File: src/rtl/mlpq_pkg.sv
package mlpq_pkg;

   localparam int LEVEL_COUNT_DEF = 4;
   localparam int FIFO_DEPTH_DEF = 64;
   localparam int VALUE_BITS_DEF = 32;

   localparam int OP_BITS = 2;
   localparam int STATUS_BITS = 2;

   typedef enum logic [OP_BITS-1:0] {
      OP_PUSH  = 2'd0,
      OP_POP   = 2'd1,
      OP_SHIFT = 2'd2,
      OP_NONE  = 2'd3
   } op_type;

   typedef enum logic [STATUS_BITS-1:0] {
      ST_DONE  = 2'd0,
      ST_EMPTY = 2'd1,
      ST_FULL  = 2'd2
   } status_type;

   // Per-request outcome handed from the control unit to the response stage.
   typedef struct packed {
      logic       hit;
      status_type status;
   } result_type;

endpackage

File: src/rtl/mlpq_ctrl.sv
module mlpq_ctrl #(
   parameter int LEVEL_COUNT = mlpq_pkg::LEVEL_COUNT_DEF,
   parameter int FIFO_DEPTH = mlpq_pkg::FIFO_DEPTH_DEF,
   parameter int VALUE_BITS = mlpq_pkg::VALUE_BITS_DEF
) (
   input  logic                                          clock,
   input  logic                                          reset,
   input  logic                                          accept,
   input  mlpq_pkg::op_type                              op,
   input  logic [$clog2(LEVEL_COUNT)-1:0]                level,
   input  logic [VALUE_BITS-1:0]                         value,
   output mlpq_pkg::result_type                          result,
   output logic [$clog2(LEVEL_COUNT)-1:0]                pop_level,
   output logic                                          wr_en,
   output logic [$clog2(LEVEL_COUNT*FIFO_DEPTH)-1:0]     wr_addr,
   output logic [VALUE_BITS-1:0]                         wr_data,
   output logic                                          rd_en,
   output logic [$clog2(LEVEL_COUNT*FIFO_DEPTH)-1:0]     rd_addr
);

   localparam int LB = $clog2(LEVEL_COUNT);
   localparam int CB = $clog2(FIFO_DEPTH + 1);
   localparam int HB = $clog2(FIFO_DEPTH);
   localparam int AB = $clog2(LEVEL_COUNT * FIFO_DEPTH);
   localparam logic [LB:0] LC_W = (LB+1)'(LEVEL_COUNT);
   localparam logic [CB:0] DEPTH_W = (CB+1)'(FIFO_DEPTH);

   logic [CB-1:0] count_ff [LEVEL_COUNT];
   logic [CB-1:0] count_in [LEVEL_COUNT];
   logic [HB-1:0] head_ff [LEVEL_COUNT];
   logic [HB-1:0] head_in [LEVEL_COUNT];
   logic [LB-1:0] base_ff;
   logic [LB-1:0] base_in;

   logic [LB-1:0] phys_slot [LEVEL_COUNT];
   logic [LB-1:0] level_mod;
   logic [LB-1:0] push_slot;
   logic          push_full;
   logic [CB:0]   wpos_sum;
   logic [HB-1:0] wpos;
   logic          pop_found;
   logic [LB-1:0] pop_logical;
   logic [LB-1:0] pop_slot;
   logic [HB-1:0] pop_head;
   logic [HB-1:0] pop_head_next;

   // Both operands are below the level count, so one subtraction folds the sum.
   function automatic logic [LB-1:0] wrap_slot(input logic [LB:0] s);
      return (s >= LC_W) ? LB'(s - LC_W) : LB'(s);
   endfunction

   // Logical level L lives in physical slot (base + L) mod LEVEL_COUNT.
   for (genvar l = 0; l < LEVEL_COUNT; l++) begin : g_slot
      assign phys_slot[l] = wrap_slot((LB+1)'(base_ff) + (LB+1)'(l));
   end

   always_comb begin
      level_mod = wrap_slot((LB+1)'(level));
      push_slot = wrap_slot((LB+1)'(base_ff) + (LB+1)'(level_mod));
      push_full = (count_ff[push_slot] == CB'(FIFO_DEPTH));
      wpos_sum = (CB+1)'(head_ff[push_slot]) + (CB+1)'(count_ff[push_slot]);
      wpos = (wpos_sum >= DEPTH_W) ? HB'(wpos_sum - DEPTH_W) : HB'(wpos_sum);
   end

   always_comb begin
      pop_found = 1'b0;
      pop_logical = '0;
      for (int l = LEVEL_COUNT - 1; l >= 0; l--) begin
         if (count_ff[phys_slot[l]] != '0) begin
            pop_found = 1'b1;
            pop_logical = LB'(l);
         end
      end
      pop_slot = phys_slot[pop_logical];
      pop_head = head_ff[pop_slot];
      pop_head_next = (pop_head == HB'(FIFO_DEPTH - 1)) ? '0 : pop_head + 1'b1;
   end

   always_comb begin
      count_in = count_ff;
      head_in = head_ff;
      base_in = base_ff;
      result.hit = 1'b0;
      result.status = mlpq_pkg::ST_DONE;
      wr_en = 1'b0;
      rd_en = 1'b0;
      if (accept) begin
         case (op)
            mlpq_pkg::OP_PUSH: begin
               if (push_full) begin
                  result.status = mlpq_pkg::ST_FULL;
               end else begin
                  count_in[push_slot] = count_ff[push_slot] + 1'b1;
                  wr_en = 1'b1;
               end
            end
            mlpq_pkg::OP_POP: begin
               if (pop_found) begin
                  result.hit = 1'b1;
                  count_in[pop_slot] = count_ff[pop_slot] - 1'b1;
                  head_in[pop_slot] = pop_head_next;
                  rd_en = 1'b1;
               end else begin
                  result.status = mlpq_pkg::ST_EMPTY;
               end
            end
            mlpq_pkg::OP_SHIFT: begin
               count_in[phys_slot[0]] = '0;
               head_in[phys_slot[0]] = '0;
               base_in = wrap_slot((LB+1)'(base_ff) + (LB+1)'(1));
            end
            default: begin
            end
         endcase
      end
   end

   assign pop_level = pop_logical;
   assign wr_addr = AB'(push_slot) * AB'(FIFO_DEPTH) + AB'(wpos);
   assign wr_data = value;
   assign rd_addr = AB'(pop_slot) * AB'(FIFO_DEPTH) + AB'(pop_head);

   always_ff @(posedge clock) begin
      if (reset) begin
         count_ff <= '{default: '0};
         head_ff <= '{default: '0};
         base_ff <= '0;
      end else begin
         count_ff <= count_in;
         head_ff <= head_in;
         base_ff <= base_in;
      end
   end

endmodule

File: config.mk
export PLATFORM = sky130hd
export DESIGN_NAME = mlpq_ctrl
export DESIGN_NICKNAME = d
export VERILOG_FILES = /design/src/rtl/mlpq_pkg.sv /design/src/rtl/mlpq_ctrl.sv
export SDC_FILE = /design/constraint.sdc
export NUM_CORES = 1
export LEC_CHECK = 0
export BUFFER_PORTS_ARGS = -buffer_cell sky130_fd_sc_hd__buf_2
export CORE_MARGIN = 3
export CORE_UTILIZATION = 52
export CTS_CLUSTER_SIZE = 10
export DETAILED_ROUTE_END_ITERATION = 16
export PLACE_DENSITY = 0.79
export SETUP_SLACK_MARGIN = 0.05
export SLEW_MARGIN = 40
export SYNTH_ARGS = -nofsm -noshare
export SYNTH_HDL_FRONTEND = slang
export SYNTH_SLANG_ARGS = --single-unit
File: constraint.sdc
create_clock -name clock -period 3.7 [get_ports clock]
set_clock_uncertainty 0.05 [all_clocks]
set_input_delay 0.185 -clock clock [delete_from_list [all_inputs] [get_ports clock]]
set_output_delay 0.185 -clock clock [all_outputs]
set_load 0.02 [all_outputs]
==> results.json <==
{
  "start_util_pct": 53.6,
  "combPwrFrac_pct": 63.3,
  "core_area_um2": 9280,
  "wl_um": 17200,
  "cp-end-kind": "output port",
  "cp.required_ns": 3.46,
  "place_area_um2": 5380,
  "p_sw_mw": 1.30,
  "io_buffers": 29,
  "sw_frac_of_total_pct": 44.4,
  "vias": 5391,
  "cts_tree": "built",
  "wl_per_cell_um": 21.8,
  "period_needed_ns": 3.64,
  "drive_gt1_share_pct": 30.0,
  "drcViolationCount": 0,
  "multi_input_area_um2": 3580,
  "synthXorXnorAreaFrac_pct": 4.75,
  "crit_top_cell": "buf_12",
  "setup_viol": 0,
  "finalInstanceArea_um2": 5910,
  "synth_compound_area_share_pct": 24.5,
  "tightestPinTransition_ns": 0.673,
  "slew_headroom_pct": 54.8,
  "die_x_um": 104,
  "hpwl_um": 12000,
  "report.final.slew_viol_count": 0,
  "diodes": 0,
  "overflow": 0,
  "grt_start_max_net_pins": 24,
  "p_per_area_nw_per_um2": 497,
  "seq_area_frac_synth_pct": 21.7,
  "synthArstFlopShare_pct": 0,
  "final_common_cell": "buf_4",
  "grt_pass1_wl_um": 26000,
  "ys_ff_latch": 54,
  "cp-start-kind": "register",
  "fillCellCount": 779,
  "syn_avg_cell_area_um2": 8.26,
  "gp_congestion": 0.960,
  "synth_simple_gate_area_share_pct": 21.6,
  "dieArea_um2": 10800,
  "clock_path_buffers": 2,
  "synthMuxAreaShare_pct": 13.0,
  "seq_power_share_pct": 22.3,
  "clock-sinks": 54,
  "seqCellArea_um2": 1080,
  "fin_nets": 716,
  "synth_top_family_by_area": "compound AO/OA/AOI/OAI gates",
  "fmax_mhz": 275,
  "detail-route-antenna-nets": 0,
  "fin_hold_ws_ns": 0.162,
  "grt_usage_pct": 29.4,
  "htree_levels": 2,
  "cap_violations": 0,
  "ios": 94,
  "grt_pass1_vias": 4909,
  "synth_ff_type": "dfxtp_1",
  "status": "finished, final reports clean",
  "clock_latency_ns": 0.32,
  "synthDistinctLibCells": 76,
  "syn-instance-count": 602,
  "leakage_nw": 2.36,
  "hold_buffers": 0,
  "critPathMaxStageDelay_ns": 0.57,
  "area_delta_synth_final_pct": 18.8,
  "cts_root_buf": "clkbuf_8",
  "finalCritPeriodShare_pct": 98.4,
  "hold_viol_final": 0,
  "worst_setup_hold_path_clk_slew_ns": 0.11,
  "final_cell_mix": "80 x buf_4, 67 x nand2_1, 52 x dfxtp_1",
  "synth_warnings": 0,
  "path_cells": "or4_4, nor4_4, a21oi_2, mux2_4, o32a_4, xnor2_4, buf_12, buf_12, mux4_2, buf_6",
  "synth_edf_count": 0,
  "hp-class": "input port to register",
  "syn-num-nets": 659,
  "final_util_pct": 63.7,
  "numCtsBuffers": 5,
  "slowest_stage": "or4_4",
  "ir_drop_uv": 290,
  "path_class": "register to output port",
  "vias_per_cell": 6.83,
  "antenna_found_initial": 0,
  "fp-row-count": 35,
  "dr.pass1.iters": 6,
  "die_h_um": 104,
  "cp_max_fo": 8,
  "clockPowerShare_pct": 14.4,
  "synthAdderAreaFrac_pct": 4.68,
  "drt_iter0_drc": 746,
  "rsz0062_at_grt": "true",
  "syn-cell-area_um2": 4970,
  "arrival_ns": 3.41,
  "internal_power_mw": 1.63
}
-- power groups by stage --
stage	Clock (mW)	Sequential, mW	Combinational, mW
6_report	0.422	0.655	1.86
5_1_grt	0.441	0.658	1.94
4_1_cts	0.424	0.651	1.54
3_5_place_dp	0	0.664	1.50
3_3_place_gp	0	0.663	1.48
2_1_floorplan	0	0.657	1.13
-- cell families (layout without fill, tap and decap cells) --
logic type,Yosys count,count (layout)
compound gates,170,170
xor+xnor,24,24
mux,40,40
fa+ha+maj,18,18
buf+inv,82,140
simple gates,214,214
flops,54,54
-- registers in the layout, summed over array words and instances, names as in the netlist --
name      flops
count_ff     28
head_ff      24
base_ff       2
-- synth_stat cells (6+ instances only) --
master	number	area share, %
clkbuf_1	15	1.1
nand4_1	19	2.4
mux2i_1	14	2.8
or3_1	6	0.75
o21ai_1	6	0.60
nand2_1	68	5.1
inv_1	12	0.91
a22o_1	12	2.1
and2_1	6	0.75
a21oi_1	35	3.5
mux4_2	15	6.8
dfxtp_1	54	22
xnor2_1	13	2.3
nor2b_1	6	0.75
nand3_1	14	1.4
buf_4	35	5.3
a211oi_1	11	1.7
a21o_1	11	1.7
ha_1	17	4.3
o31ai_1	10	1.5
nor3_1	15	1.5
nor2_1	44	3.3
buf_2	7	0.70
o22ai_1	12	1.5
xor2_1	9	1.6
nand2b_1	8	1.0
o21ai_0	26	2.6
-- worst paths after layout --
kind | from | end | slack (ns) | depth (start not counted)
worst min register to register | head_ff[13] | head_ff[13] | 0.47 | 2
worst max register to register | count_ff[17] | head_ff[12] | 0.08 | 12
worst max-delay path | count_ff[17] | rd_addr[5] | 0.06 | 10
worst min-delay path | accept | base_ff[1] | 0.16 | 3
-- what timing repair did --
action                     in CTS  in global routing
setup endpoints to repair       8                 47
buffers inserted                2                 25
gates resized for setup         6                 34
cloned                          0                  3
pin swaps                       2                  9
-- final cells by class --
class                   instances  area share [%]
multi-input cells             466            60.6
flip-flops and latches         54            18.3
repair buffers                115            15.2
well taps                     129            2.73
inverters                      17            1.29
clock buffers                   6            1.23
clock inverters                 2           0.635
-- through the flow --
stage          total power, mW  setup TNS, ns  setup WS [ns]  cells
6_report                  2.94              0         0.0586    789
5_1_grt                   3.04        -0.0244        -0.0183    789
4_1_cts                   2.61              0         0.0423    761
3_5_place_dp              2.17        -0.0339        -0.0234    751
3_3_place_gp              2.15              0         0.0909    751
2_1_floorplan             1.79          -1.32         -0.208    602
-- critical path, delay by kind of cell, from the launching register on --
kind | cells | cell delay, ns
AOI/OAI and AO/OA | 2 | 0.36
and+or+nand+nor | 2 | 0.79
xor gates and xnor gates | 1 | 0.27
DFF | 1 | 0.34
buffers and inverters | 3 | 0.49
muxes | 2 | 0.84
-- metal layers --
metal  vias up  wire length (um)  track usage, %
met2       448              7550            44.6
met3        82              2270            5.17
met4         0               642            11.5
met1      2523              6720            41.7
met5         -                 0               0
li1       2338                 -               -
No activity file was read; power rests on OpenSTA's default activity.
